File: src/cfd_pkg.sv
`default_nettype none

package cfd_pkg;

    // Frame layout
    localparam int PAYLOAD_LEN = 11;
    localparam int POS_W       = 4;

    localparam logic [7:0] HEADER_BYTE  = 8'hFF;
    localparam logic [7:0] TRAILER_BYTE = 8'hAA;

    localparam logic [POS_W-1:0] POS_HUNT    = 4'd0;
    localparam logic [POS_W-1:0] POS_FIRST   = 4'd1;
    localparam logic [POS_W-1:0] POS_TRAILER = 4'd12;

    // Decode constants
    localparam logic [7:0]         THRESHOLD_RESET = 8'd15;
    localparam logic signed [9:0]  GOAL_OFFSET     = 10'sd180;
    localparam logic signed [11:0] ENEMY_OFFSET    = 12'sd45;
    localparam logic signed [8:0]  COURT_OFFSET    = 9'sd127;
    localparam logic [7:0]         AHEAD_LIMIT     = 8'd90;
    localparam logic [7:0]         NEAR_GOAL_CODE  = 8'd1;

    typedef logic [7:0] byte_t;

    // One complete frame as handed from the parser to the decoder
    typedef struct packed {
        logic [PAYLOAD_LEN-1:0][7:0] payload;
        logic signed [8:0]           heading;
    } frame_t;

    // Fold an angle sum back into -180..180
    function automatic logic signed [8:0] wrap_deg(input logic signed [11:0] a);
        logic signed [11:0] r;
        begin
            r = a;
            if (r > 12'sd540)
                r = r - 12'sd720;
            else if (r > 12'sd180)
                r = r - 12'sd360;
            else if (r < -12'sd540)
                r = r + 12'sd720;
            else if (r < -12'sd180)
                r = r + 12'sd360;
            return r[8:0];
        end
    endfunction

    // Magnitude of a wrapped angle, 0..180
    function automatic logic [7:0] abs_deg(input logic signed [8:0] a);
        logic signed [8:0] m;
        begin
            m = (a < 9'sd0) ? -a : a;
            return m[7:0];
        end
    endfunction

endpackage

`default_nettype wire

File: src/cfd_fifo.sv
`default_nettype none

module cfd_fifo #(
    parameter int WIDTH = 8,
    parameter int DEPTH = 4
) (
    input  wire logic             clk,
    input  wire logic             rst_n,
    input  wire logic             push,
    input  wire logic [WIDTH-1:0] wdata,
    output logic                  full,
    input  wire logic             pop,
    output logic [WIDTH-1:0]      rdata,
    output logic                  empty
);

    localparam int AW = (DEPTH > 1) ? $clog2(DEPTH) : 1;
    localparam int CW = $clog2(DEPTH + 1);

    logic [WIDTH-1:0] mem_reg [DEPTH];
    logic [AW-1:0]    wr_ptr_reg, wr_ptr_next;
    logic [AW-1:0]    rd_ptr_reg, rd_ptr_next;
    logic [CW-1:0]    count_reg, count_next;
    logic             do_push;
    logic             do_pop;

    assign full    = (count_reg == CW'(DEPTH));
    assign empty   = (count_reg == '0);
    assign rdata   = mem_reg[rd_ptr_reg];
    assign do_push = push && !full;
    assign do_pop  = pop && !empty;

    // Advance pointers with wrap at the queue depth
    always_comb
    begin
        wr_ptr_next = wr_ptr_reg;
        rd_ptr_next = rd_ptr_reg;
        count_next  = count_reg;
        if (do_push)
        begin
            wr_ptr_next = (wr_ptr_reg == AW'(DEPTH - 1)) ? '0 : wr_ptr_reg + 1'b1;
        end
        if (do_pop)
        begin
            rd_ptr_next = (rd_ptr_reg == AW'(DEPTH - 1)) ? '0 : rd_ptr_reg + 1'b1;
        end
        if (do_push && !do_pop)
            count_next = count_reg + 1'b1;
        else if (do_pop && !do_push)
            count_next = count_reg - 1'b1;
    end

    always_ff @(posedge clk or negedge rst_n)
    begin
        if (!rst_n)
        begin
            wr_ptr_reg <= '0;
            rd_ptr_reg <= '0;
            count_reg  <= '0;
        end
        else
        begin
            wr_ptr_reg <= wr_ptr_next;
            rd_ptr_reg <= rd_ptr_next;
            count_reg  <= count_next;
        end
    end

    // Store entries
    always_ff @(posedge clk)
    begin
        if (do_push)
            mem_reg[wr_ptr_reg] <= wdata;
    end

endmodule

`default_nettype wire

File: src/cfd_front.sv
`default_nettype none

module cfd_front (
    input  wire logic              clk,
    input  wire logic              rst_n,
    input  wire logic              accept,
    input  wire logic [7:0]        rx_byte,
    input  wire logic signed [8:0] heading_deg,
    output cfd_pkg::frame_t        frame,
    output logic                   frame_push
);

    logic [cfd_pkg::POS_W-1:0] pos_reg, pos_next;
    cfd_pkg::byte_t            payload_reg [cfd_pkg::PAYLOAD_LEN];
    logic                      in_payload;

    assign in_payload = (pos_reg != cfd_pkg::POS_HUNT) && (pos_reg != cfd_pkg::POS_TRAILER);

    // Walk the frame: hunt header, collect payload, check trailer
    always_comb
    begin
        pos_next   = pos_reg;
        frame_push = 1'b0;
        if (accept)
        begin
            priority if (pos_reg == cfd_pkg::POS_HUNT)
            begin
                if (rx_byte == cfd_pkg::HEADER_BYTE)
                    pos_next = cfd_pkg::POS_FIRST;
            end
            else if (in_payload)
            begin
                pos_next = pos_reg + 1'b1;
            end
            else
            begin
                pos_next   = cfd_pkg::POS_HUNT;
                frame_push = (rx_byte == cfd_pkg::TRAILER_BYTE);
            end
        end
    end

    always_ff @(posedge clk or negedge rst_n)
    begin
        if (!rst_n)
            pos_reg <= cfd_pkg::POS_HUNT;
        else
            pos_reg <= pos_next;
    end

    // Capture payload bytes in slot order
    always_ff @(posedge clk)
    begin
        if (accept && in_payload)
            payload_reg[cfd_pkg::POS_W'(pos_reg - cfd_pkg::POS_FIRST)] <= rx_byte;
    end

    // Hand the frame on with the heading seen at the trailer
    always_comb
    begin
        for (int i = 0; i < cfd_pkg::PAYLOAD_LEN; i++)
            frame.payload[i] = payload_reg[i];
        frame.heading = heading_deg;
    end

endmodule

`default_nettype wire

File: src/cfd_back.sv
`default_nettype none

module cfd_back (
    input  wire logic               clk,
    input  wire logic               rst_n,
    input  wire logic [7:0]         threshold,
    input  wire cfd_pkg::frame_t    head,
    input  wire logic               head_valid,
    output logic                    head_pop,
    output logic signed [15:0]      ball_direction,
    output logic [7:0]              ball_distance,
    output logic signed [9:0]       front_goal_dir,
    output logic [7:0]              front_goal_size,
    output logic signed [9:0]       rear_goal_dir,
    output logic [7:0]              rear_goal_size,
    output logic signed [8:0]       enemy_direction,
    output logic signed [8:0]       court_x,
    output logic signed [8:0]       court_y,
    output logic                    goal_front_flag,
    output logic                    front_is_yellow,
    output logic                    empty,
    input  wire logic               pop
);

    // Stage A: per-frame arithmetic
    logic                a_valid_reg, a_valid_next;
    logic signed [15:0]  a_ball_reg;
    logic [7:0]          a_dist_reg;
    logic signed [9:0]   a_ydir_reg, a_bdir_reg;
    logic [7:0]          a_ysize_reg, a_bsize_reg;
    logic [7:0]          a_ya_reg, a_ba_reg;
    logic signed [8:0]   a_enemy_reg;
    logic signed [8:0]   a_cx_reg, a_cy_reg;
    logic                a_near_reg;

    // Stage B: state update and result register
    logic                b_valid_reg, b_valid_next;
    logic signed [15:0]  b_ball_reg;
    logic [7:0]          b_dist_reg;
    logic signed [9:0]   b_fdir_reg, b_rdir_reg;
    logic [7:0]          b_fsize_reg, b_rsize_reg;
    logic signed [8:0]   b_enemy_reg;
    logic signed [8:0]   b_cx_reg, b_cy_reg;
    logic [8:0]          count_reg, count_next;
    logic                flag_reg, flag_next;
    logic                yellow_reg, yellow_next;

    logic                a_load;
    logic                b_load;
    logic signed [9:0]   ydir_c, bdir_c;
    logic signed [11:0]  ysum_c, bsum_c, esum_c;
    logic signed [8:0]   enemy_c;

    assign b_load   = a_valid_reg && (!b_valid_reg || pop);
    assign a_load   = head_valid && (!a_valid_reg || b_load);
    assign head_pop = a_load;

    // Goal directions and heading-relative sums
    assign ydir_c = $signed({1'b0, head.payload[3], 1'b0}) - cfd_pkg::GOAL_OFFSET;
    assign bdir_c = $signed({1'b0, head.payload[5], 1'b0}) - cfd_pkg::GOAL_OFFSET;
    assign ysum_c = 12'(ydir_c) + 12'(head.heading);
    assign bsum_c = 12'(bdir_c) + 12'(head.heading);
    assign esum_c = $signed({4'b0, head.payload[7]}) - cfd_pkg::ENEMY_OFFSET
                    + 12'(head.heading);
    assign enemy_c = (head.payload[7] == 8'd0) ? 9'sd0 : cfd_pkg::wrap_deg(esum_c);

    // Advance stage valids
    always_comb
    begin
        a_valid_next = a_valid_reg;
        if (a_load)
            a_valid_next = 1'b1;
        else if (b_load)
            a_valid_next = 1'b0;
        b_valid_next = b_valid_reg;
        if (b_load)
            b_valid_next = 1'b1;
        else if (pop)
            b_valid_next = 1'b0;
    end

    // Debounce the goal-front flag and pick the goal ahead
    always_comb
    begin
        count_next  = count_reg;
        flag_next   = flag_reg;
        yellow_next = yellow_reg;
        if (b_load)
        begin
            if (a_near_reg)
            begin
                if (count_reg > {1'b0, threshold})
                    flag_next = 1'b1;
                else
                    count_next = count_reg + 9'd1;
            end
            else
            begin
                count_next = '0;
                flag_next  = 1'b0;
            end
            if (a_ya_reg <= cfd_pkg::AHEAD_LIMIT && a_ba_reg >= cfd_pkg::AHEAD_LIMIT)
                yellow_next = 1'b1;
            else if (a_ya_reg >= cfd_pkg::AHEAD_LIMIT && a_ba_reg <= cfd_pkg::AHEAD_LIMIT)
                yellow_next = 1'b0;
        end
    end

    always_ff @(posedge clk or negedge rst_n)
    begin
        if (!rst_n)
        begin
            a_valid_reg <= 1'b0;
            b_valid_reg <= 1'b0;
            count_reg   <= '0;
            flag_reg    <= 1'b0;
            yellow_reg  <= 1'b0;
        end
        else
        begin
            a_valid_reg <= a_valid_next;
            b_valid_reg <= b_valid_next;
            count_reg   <= count_next;
            flag_reg    <= flag_next;
            yellow_reg  <= yellow_next;
        end
    end

    // Load stage A from the queue head
    always_ff @(posedge clk)
    begin
        if (a_load)
        begin
            a_ball_reg  <= {~head.payload[0][7], head.payload[0][6:0], head.payload[1]};
            a_dist_reg  <= head.payload[2];
            a_ydir_reg  <= ydir_c;
            a_bdir_reg  <= bdir_c;
            a_ysize_reg <= head.payload[4];
            a_bsize_reg <= head.payload[6];
            a_ya_reg    <= cfd_pkg::abs_deg(cfd_pkg::wrap_deg(ysum_c));
            a_ba_reg    <= cfd_pkg::abs_deg(cfd_pkg::wrap_deg(bsum_c));
            a_enemy_reg <= enemy_c;
            a_cx_reg    <= $signed({1'b0, head.payload[8]}) - cfd_pkg::COURT_OFFSET;
            a_cy_reg    <= $signed({1'b0, head.payload[9]}) - cfd_pkg::COURT_OFFSET;
            a_near_reg  <= (head.payload[10] == cfd_pkg::NEAR_GOAL_CODE);
        end
    end

    // Load the result register, ordering goals by the new choice
    always_ff @(posedge clk)
    begin
        if (b_load)
        begin
            b_ball_reg  <= a_ball_reg;
            b_dist_reg  <= a_dist_reg;
            b_fdir_reg  <= yellow_next ? a_ydir_reg : a_bdir_reg;
            b_fsize_reg <= yellow_next ? a_ysize_reg : a_bsize_reg;
            b_rdir_reg  <= yellow_next ? a_bdir_reg : a_ydir_reg;
            b_rsize_reg <= yellow_next ? a_bsize_reg : a_ysize_reg;
            b_enemy_reg <= a_enemy_reg;
            b_cx_reg    <= a_cx_reg;
            b_cy_reg    <= a_cy_reg;
        end
    end

    assign ball_direction  = b_ball_reg;
    assign ball_distance   = b_dist_reg;
    assign front_goal_dir  = b_fdir_reg;
    assign front_goal_size = b_fsize_reg;
    assign rear_goal_dir   = b_rdir_reg;
    assign rear_goal_size  = b_rsize_reg;
    assign enemy_direction = b_enemy_reg;
    assign court_x         = b_cx_reg;
    assign court_y         = b_cy_reg;
    assign goal_front_flag = flag_reg;
    assign front_is_yellow = yellow_reg;
    assign empty           = !b_valid_reg;

    // Debounce count stops one past the largest threshold
    assert property (@(posedge clk) disable iff (!rst_n) count_reg <= 9'd256)
        else $error("debounce count overran");

    // A set flag always follows at least one near-goal frame
    assert property (@(posedge clk) disable iff (!rst_n) flag_reg |-> count_reg != 9'd0)
        else $error("goal-front flag set with zero count");

    // Stage A holds its frame until stage B takes it
    assert property (@(posedge clk) disable iff (!rst_n)
        a_valid_reg && !b_load |=> a_valid_reg && $stable(a_ydir_reg) && $stable(a_ball_reg))
        else $error("stage A frame lost while stalled");

endmodule

`default_nettype wire

File: src/camera_frame_decoder_unit.sv
`default_nettype none

// Camera frame decoder.
// Input channel: one serial byte (rx_byte) with the current heading
// (heading_deg) is taken at each clock edge with push high and full low.
// The parser hunts for header 0xFF, collects 11 payload bytes and checks
// the trailer 0xAA; a good frame is queued for decoding with the heading
// seen on the trailer byte. Bad frames are dropped silently.
// Result channel: while empty is low the decoded frame is on the result
// ports; it is taken at an edge with pop high.
// Throughput: one byte per cycle; the parser never waits on the decoder
// unless the frame queue (FIFO_DEPTH frames) fills.
// A decoded frame passes through the frame queue, the arithmetic stage and
// the result register, in that order.
// If pop stays low, finished frames pile up in the frame queue, and full
// rises only when it holds FIFO_DEPTH frames behind the pending result
// and the frame in the arithmetic stage.
// cfg_we/cfg_wdata set the goal-front debounce threshold (reset 15).
// Reset: parser hunts for a header, queues are empty, debounce count,
// goal-front flag and goal choice (blue ahead) are cleared.

module camera_frame_decoder_unit #(
    parameter int FIFO_DEPTH = 4
) (
    input  wire logic              clk,
    input  wire logic              rst_n,
    input  wire logic              cfg_we,
    input  wire logic [7:0]        cfg_wdata,
    input  wire logic              push,
    output logic                   full,
    input  wire logic [7:0]        rx_byte,
    input  wire logic signed [8:0] heading_deg,
    output logic                   empty,
    input  wire logic              pop,
    output logic signed [15:0]     ball_direction,
    output logic [7:0]             ball_distance,
    output logic signed [9:0]      front_goal_dir,
    output logic [7:0]             front_goal_size,
    output logic signed [9:0]      rear_goal_dir,
    output logic [7:0]             rear_goal_size,
    output logic signed [8:0]      enemy_direction,
    output logic signed [8:0]      court_x,
    output logic signed [8:0]      court_y,
    output logic                   goal_front_flag,
    output logic                   front_is_yellow
);

    logic [7:0]      threshold_reg;
    logic            accept;
    logic            frame_push;
    cfd_pkg::frame_t frame_in;
    cfd_pkg::frame_t frame_head;
    logic            fifo_empty;
    logic            head_pop;

    assign accept = push && !full;

    // Hold the debounce threshold
    always_ff @(posedge clk or negedge rst_n)
    begin
        if (!rst_n)
            threshold_reg <= cfd_pkg::THRESHOLD_RESET;
        else if (cfg_we)
            threshold_reg <= cfg_wdata;
    end

    cfd_front u_front (
        .clk         (clk),
        .rst_n       (rst_n),
        .accept      (accept),
        .rx_byte     (rx_byte),
        .heading_deg (heading_deg),
        .frame       (frame_in),
        .frame_push  (frame_push)
    );

    cfd_fifo #(
        .WIDTH ($bits(cfd_pkg::frame_t)),
        .DEPTH (FIFO_DEPTH)
    ) u_fifo (
        .clk   (clk),
        .rst_n (rst_n),
        .push  (frame_push),
        .wdata (frame_in),
        .full  (full),
        .pop   (head_pop),
        .rdata (frame_head),
        .empty (fifo_empty)
    );

    cfd_back u_back (
        .clk             (clk),
        .rst_n           (rst_n),
        .threshold       (threshold_reg),
        .head            (frame_head),
        .head_valid      (!fifo_empty),
        .head_pop        (head_pop),
        .ball_direction  (ball_direction),
        .ball_distance   (ball_distance),
        .front_goal_dir  (front_goal_dir),
        .front_goal_size (front_goal_size),
        .rear_goal_dir   (rear_goal_dir),
        .rear_goal_size  (rear_goal_size),
        .enemy_direction (enemy_direction),
        .court_x         (court_x),
        .court_y         (court_y),
        .goal_front_flag (goal_front_flag),
        .front_is_yellow (front_is_yellow),
        .empty           (empty),
        .pop             (pop)
    );

endmodule

`default_nettype wire

File: config.mk
export PLATFORM = sky130hd
export DESIGN_NAME = camera_frame_decoder_unit
export DESIGN_NICKNAME = d
export VERILOG_FILES = /design/src/cfd_pkg.sv /design/src/cfd_fifo.sv /design/src/cfd_front.sv /design/src/cfd_back.sv /design/src/camera_frame_decoder_unit.sv
export SDC_FILE = /design/constraint.sdc
export NUM_CORES = 1
export LEC_CHECK = 0
export ABC_CLOCK_PERIOD_IN_PS = 12100
export BUFFER_PORTS_ARGS = -buffer_cell sky130_fd_sc_hd__buf_2
export CORE_MARGIN = 2
export CORE_UTILIZATION = 60
export DETAILED_ROUTE_END_ITERATION = 8
export PLACE_DENSITY = 0.8
export SETUP_SLACK_MARGIN = 0.5
export SLEW_MARGIN = 20
export SYNTH_ARGS = -nofsm -noshare
export SYNTH_HDL_FRONTEND = slang
export SYNTH_SLANG_ARGS = --single-unit
File: constraint.sdc
create_clock -name clk -period 12.1 [get_ports clk]
set_clock_uncertainty 0.05 [all_clocks]
set_input_delay 1.21 -clock clk [delete_from_list [all_inputs] [get_ports clk]]
set_output_delay 1.21 -clock clk [all_outputs]
set_load 0.03 [all_outputs]
# After elaboration in Yosys (flattened, before gate mapping)
# Memories as Yosys holds them, arrays and structs flattened.
# Cells that the tools add are included.
# totals
reg_bits	223
ramBits	476
inputBits	30
out_inout_bits	91
word_cells	166
n_memories	2
# op_classes
n_addsub	29
order_cmp	19
eq_ne	10
mux	45
bitwise_logic	1
reduce_logical	29
# mem_list
memory	words	width	read_ports	rd_clocked_by_memory_dff	write_ports	line	source
u_fifo.mem_reg	4	97	1	0	1	cfd_fifo.sv:20	logic [WIDTH-1:0] mem_reg [DEPTH];
u_front.payload_reg	11	8	11	0	1	cfd_front.sv:14	cfd_pkg::byte_t payload_reg [cfd_pkg::PAYLOAD_LEN];
# op_table
operator	n
9-bit two-way mux	16
9-bit adder (second input constant)	6
9-bit subtractor (second input constant)	6
8-bit two-way mux	4
10-bit by 9-bit adder with 11-bit output	2
11-bit greater-than comparator (second input constant)	2
11-bit by 9-bit greater-than comparator with 1-bit output (second input constant)	2
11-bit < comparator (second input constant)	2
11-bit by 9-bit < comparator with 1-bit output (second input constant)	2
10-bit two-way mux	2
9-bit by 8-bit subtractor with 10-bit output (second input constant)	2
9-bit by 1-bit < comparator with 1-bit output (second input constant)	2
8-bit by 7-bit subtractor with 9-bit output (second input constant)	2
8-bit == test (second input constant)	2
8-bit by 7-bit greater-or-equal comparator with 1-bit output (second input constant)	2
8-bit by 7-bit less-or-equal comparator with 1-bit output (second input constant)	2
1-bit two-way mux	16
8-bit negator	2
4-bit two-way mux	3
10-bit by 11-bit greater-than comparator with 1-bit output (second input constant)	1
1-bit logical AND	11
10-bit by 11-bit < comparator with 1-bit output (second input constant)	1
9-bit by 9-bit adder with 10-bit output	1
10-bit by 9-bit greater-than comparator with 1-bit output (second input constant)	1
other kinds (25)	41

# Longest topological paths before layout
# An unclocked memory read counts as a cell.
# logic_depth
depth_word	11
ltp_mapped	23
mapped_depth_nobuf	20

# By module
# A second synthesis with hierarchy kept.
# hier_totals
hier_cells	1580
area_unflattened_um2	28686.3
# modules_own_cells
mod	instances	cells_each	area_per_inst_um2	seq_area_each_um2
cfd_fifo	1	544	14425.1	11826.3
cfd_back	1	854	10685.2	5910.7
cfd_front	1	163	3229.3	2742.6
camera_frame_decoder_unit	1	19	346.6	205.2

# Least setup slack after synthesis
# No wires, ideal clock.
# synth_path
path_kind	input -> register
startpoint	input port pop
endpoint	register u_fifo.count_reg[1]
setup_time_ps	125
t_arrival_ps	7660
t_required_ps	11925
path_slack_ps	4265
path_stages	7
path_buffers	0
cell_sequence	nor2_1 -> a21oi_1 -> inv_1 -> ha_1 -> inv_1 -> fa_1 -> mux2_2
# synth_between
elab_chain_len	8
elab_cells_between_ends	10
cone_classes	mux: 1; reduce/logical: 9
# synth_lines
element	line	source
from (decl)	camera_frame_decoder_unit.sv:34	input wire logic pop,
1-bit logical OR	cfd_back.sv:54	assign b_load = a_valid_reg && (!b_valid_reg || pop);
1-bit logical AND	cfd_back.sv:54	
1-bit logical OR	cfd_back.sv:55	assign a_load = head_valid && (!a_valid_reg || b_load);
1-bit logical AND	cfd_back.sv:55	
named net head_pop	camera_frame_decoder_unit.sv:54	logic head_pop;
1-bit logical AND	cfd_fifo.sv:31	assign do_pop = pop && !empty;
1-bit zero test	cfd_fifo.sv:47	if (do_push && !do_pop)
1-bit logical AND	cfd_fifo.sv:47	
3-bit two-way mux	cfd_fifo.sv:47	
named net u_fifo.count_next[1]	cfd_fifo.sv:23	logic [CW-1:0] count_reg, count_next;
to (signal assigned)	cfd_fifo.sv:65	count_reg <= count_next;
to (decl)	cfd_fifo.sv:23	
# The timed path passes the listed nets, and every way through them passes these cells.
# A chain may end at the register's enable or synchronous reset.

# Worst setup path in the final report
# layout_path
startpoint	register u_fifo.rd_ptr_reg[1]
endpoint	register u_back.a_ba_reg[1] (data pin)
# layout_between
elab_chain_len	11
elab_cells_between_ends	19
cone_classes	add/sub: 7; order compare: 5; mux: 6; memory: 1
# layout_lines
element	line	source
from (decl)	cfd_fifo.sv:22	logic [AW-1:0] rd_ptr_reg, rd_ptr_next;
from (signal assigned)	cfd_fifo.sv:64	rd_ptr_reg <= rd_ptr_next;
memory read 4 x 97 bit (*)	n/a	
9-bit by 8-bit subtractor with 10-bit output	cfd_back.sv:60	assign bdir_c = $signed({1'b0, head.payload[5], 1'b0}) - cfd_pkg::GOAL_OFFSET;
10-bit by 9-bit adder with 11-bit output (*)	cfd_back.sv:62	assign bsum_c = 12'(bdir_c) + 12'(head.heading);
9-bit adder or 11-bit by 9-bit < comparator with 1-bit output (tied branches)	cfd_pkg.sv:44, cfd_pkg.sv:43	
9-bit two-way mux	cfd_pkg.sv:43	else if (r < -12'sd180)
9-bit two-way mux	cfd_pkg.sv:41	else if (r < -12'sd540)
9-bit two-way mux	cfd_pkg.sv:39	else if (r > 12'sd180)
9-bit two-way mux (*)	cfd_pkg.sv:37	if (r > 12'sd540)
9-bit two-way mux (*)	cfd_back.sv:132	if (a_load)
8-bit negator or 9-bit by 1-bit < comparator with 1-bit output (tied branches)	cfd_pkg.sv:53	m = (a < 9'sd0) ? -a : a;
8-bit two-way mux (*)	cfd_pkg.sv:53	
to (signal assigned)	cfd_back.sv:141	a_ba_reg <= cfd_pkg::abs_deg(cfd_pkg::wrap_deg(bsum_c));
to (decl)	cfd_back.sv:31	logic [7:0] a_ya_reg, a_ba_reg;
# Every way passes the cells marked *; elsewhere a longest branch is shown, timed or not. The select of a mux whose other input is x is not followed.

==> flow_metrics.py <==
metrics = {
    "critical_path": {
        "worstPathRequired_ps": 12400,
        "max_stage_delay_ps": 860,
        "end_kind": "flip-flop",
        "arrival_ps": 6580,
        "timing.rr.start": "u_fifo.rd_ptr_reg[1]",
        "worst-setup-path-type": "flip-flop to flip-flop",
        "worst-path-max-fanout": 55,
        "cp-start-kind": "flip-flop",
        "crit_family": "compound AO/OA/AOI/OAI gates",
        "crit_start": "u_fifo.rd_ptr_reg[1]",
        "crit_slowest_cell": "dfrtp_4",
        "worst-path-buf-inv": 3,
        "crit_chain": "buf_4, mux4_2, ha_1, a211oi_2, nor2_1, xor2_1, inv_1, ha_1, nand2_1, inv_1, a2111oi_2, o41ai_2, o21ai_1, o31ai_1, a31oi_1, xnor2_2, mux2_2",
    },
    "die": {
        "rows": 79,
        "core-area_sq_um": 46600,
        "pin_count": 121,
        "start_util_pct": 60.9,
        "chipWidth_microns": 221,
        "dieHeight_microns": 221,
        "die-area_sq_um": 49000,
    },
    "cts": {
        "clkTransAtPathRegs_ps": 60,
        "clock_sinks": 694,
        "cts_buffers": 69,
        "cts_resized": 0,
        "cts_tree": "done",
        "clkLatencyLatePin_ps": 600,
        "cts-root-buf": "clkbuf_16",
        "htree_levels": 3,
        "post-cts-setup-buffer-count": 0,
        "postCtsHoldBufs": 0,
        "clockBufferDepth": 3,
    },
    "detailed_routing": {
        "wire_per_inst_microns": 23.9,
        "via_per_inst": 6.10,
        "dr_wl_met3_microns": 3360,
        "postRouteWirelength_microns": 56900,
        "first_iter_violations": 1344,
        "wirelength_met1_microns": 23200,
        "ant_nets": 0,
        "drc": 0,
        "dr.pass1.iters": 5,
        "dr_wl_met2_microns": 28600,
        "via_count": 14500,
        "top_layer": "met5",
    },
    "hold_path": {
        "hp-class": "flip-flop to flip-flop",
        "min_from": "u_back.a_ball_reg[2]",
    },
    "grt": {
        "globalRouteTotalUtil_pct": 23.9,
        "grt_max_degree": 71,
        "grt_pass1_wl_microns": 88300,
        "globalRouteOverflowTotal": 0,
        "antenna_found_initial": 1,
        "grt_pass1_vias": 15100,
    },
    "synthesis": {
        "synth_top_area_share_pct": 70.1,
        "syn-cell-area_sq_um": 28300,
        "synthArstFlopShare_pct": 4.61,
        "syn_avg_cell_area_sq_um": 18.2,
        "synth_cell_types": 99,
        "netlist_top_cells_count": "edfxtp_1 (662), mux4_2 (89), ha_1 (81)",
        "yosysSeqAreaShare_pct": 73.0,
        "synth_edf_count": 662,
        "synth_cells": 1560,
        "synth.most_common_cell": "edfxtp_1",
        "synthFlopType": "edfxtp_1",
        "yosysWarnings": 0,
        "yosysTopAreaCell": "edfxtp_1",
        "synth_seq_cells": 694,
        "synth_area_leaders": "edfxtp_1 (70%), mux4_2 (7.1%), ha_1 (3.6%), dfrtp_1 (2.5%), xnor2_1 (1.8%)",
    },
    "cells_and_area": {
        "syn2layout_area_growth_pct": 12.3,
        "nFillCells": 2879,
        "n_antenna_cell": 0,
        "register_area_sq_um": 20700,
        "drive_gt1_share_pct": 23.4,
        "multiInputGateArea_sq_um": 7260,
        "final_nets": 1840,
        "largest_reg_flops": 388,
    },
    "placement": {
        "gp_congestion": 0.892,
        "dp_hpwl_microns": 33400,
        "io_buffer_count": 118,
    },
    "timing": {
        "min_period_ps": 6280,
        "slew_viol_final": 0,
        "max_freq_mhz": 159,
        "hold_viol_final": 0,
        "rsz0062_at_grt": "no",
        "fin_crit_sh_pct": 51.9,
        "maxSlewHeadroom_pct": 24.4,
        "tightest_slew_ps": 1130,
        "setup_tns_ps": 0,
        "setup_violations": 0,
    },
    "status": {
        "status": "finished, final reports clean",
    },
    "flow_run": {
        "cap_viol_max_count": 0,
    },
}
==> area by class of cell <==
class,count,share of cell area [%]
inverter,67,0.798
sequential,694,65.0
multi-input combinational,761,22.8
timing repair buffer,132,2.19
tap,607,2.39
clock buffer,91,5.89
clock inverter,31,0.885
==> metal layers <==
| metal | track usage [%] | vias to the layer above |
|---|---|---|
| met1 | 32.5 | 7410 |
| met3 | 4.12 | 115 |
| met4 | 8.12 | 2 |
| met5 | 0 | - |
| li1 | - | 6478 |
| met2 | 39.7 | 537 |
==> placed cells by master (no fill, tap or decap), types with 5 or more instances in the layout <==
cell	netlist	routed
xnor2_1	58	58
o22ai_1	10	10
nor3b_1	6	6
buf_4	3	14
dfrtp_1	28	26
o21bai_1	5	5
nor2_1	76	76
edfxtp_1	662	662
o21a_1	13	13
nand4_1	11	11
buf_2	11	118
clkinv_1	0	8
a21o_1	11	11
nor2b_1	11	11
or2_2	5	5
a21oi_1	48	47
or3_1	6	6
clkbuf_16	0	72
a31oi_1	9	9
mux2_2	40	40
inv_1	66	65
clkinv_4	0	5
nand2b_1	5	5
o21ai_0	32	32
mux4_2	89	89
nand2_1	54	54
clkinv_2	0	8
o21ai_1	6	6
nor3_1	17	17
nor4_1	11	11
ha_1	81	81
clkbuf_1	19	19
nand3_1	12	12
xor2_1	25	25
==> worst reg2reg max path, delay by kind of cell (launching register included) <==
family                     cells  cell delay, ps
and+or+nand+nor                2             160
buffers and inverters          3            1170
adders and majority gates      2             590
xor gates and xnor gates       2             830
muxes                          2             910
DFF                            1             860
AOI/OAI and AO/OA              6            1470
==> cells by family (layout without fill, tap and decap cells) <==
group	count (synthesis)	count (layout)	synth area share [%]
adder cells (fa/ha/maj)	85	85	3.86
AND/OR/NAND/NOR	249	249	4.47
multiplexers	135	135	8.88
other	1	2	0.0132
buffers and inverters	106	321	1.49
AO/OA/AOI/OAI	202	202	5.43
XOR/XNOR	88	88	2.89
flip-flops	694	694	73.0
==> metrics by stage <==
stage                     setup WS [ps]  area [sq um]  util [%]  cells  hold slack, ps
after global placement             5830         29700      63.7   2261             352
final                              5820         31800      68.3   2383             361
after detailed placement           5810         29700      63.7   2261             355
after CTS                          5780         31800      68.3   2383             359
after global routing               5230         31800      68.3   2383             371
after floorplan                    4270         28300         -   1561             350
==> worst paths after layout <==
kind	cells past startpoint	endpoint	slack, ps
hold reg to reg	0	u_back.ball_direction[2]	360
min in group asynchronous	1	u_fifo.wr_ptr_reg[0]	670
max in group asynchronous	1	u_fifo.rd_ptr_reg[1]	10700
setup / recovery	17	u_back.a_ba_reg[1]	5820
hold / removal	0	u_back.ball_direction[2]	360
setup reg to reg	17	u_back.a_ba_reg[1]	5820
Power is left out: the tool's default activity adds up to more than one toggle a clock period on the data nets, which glitch-free logic cannot reach.
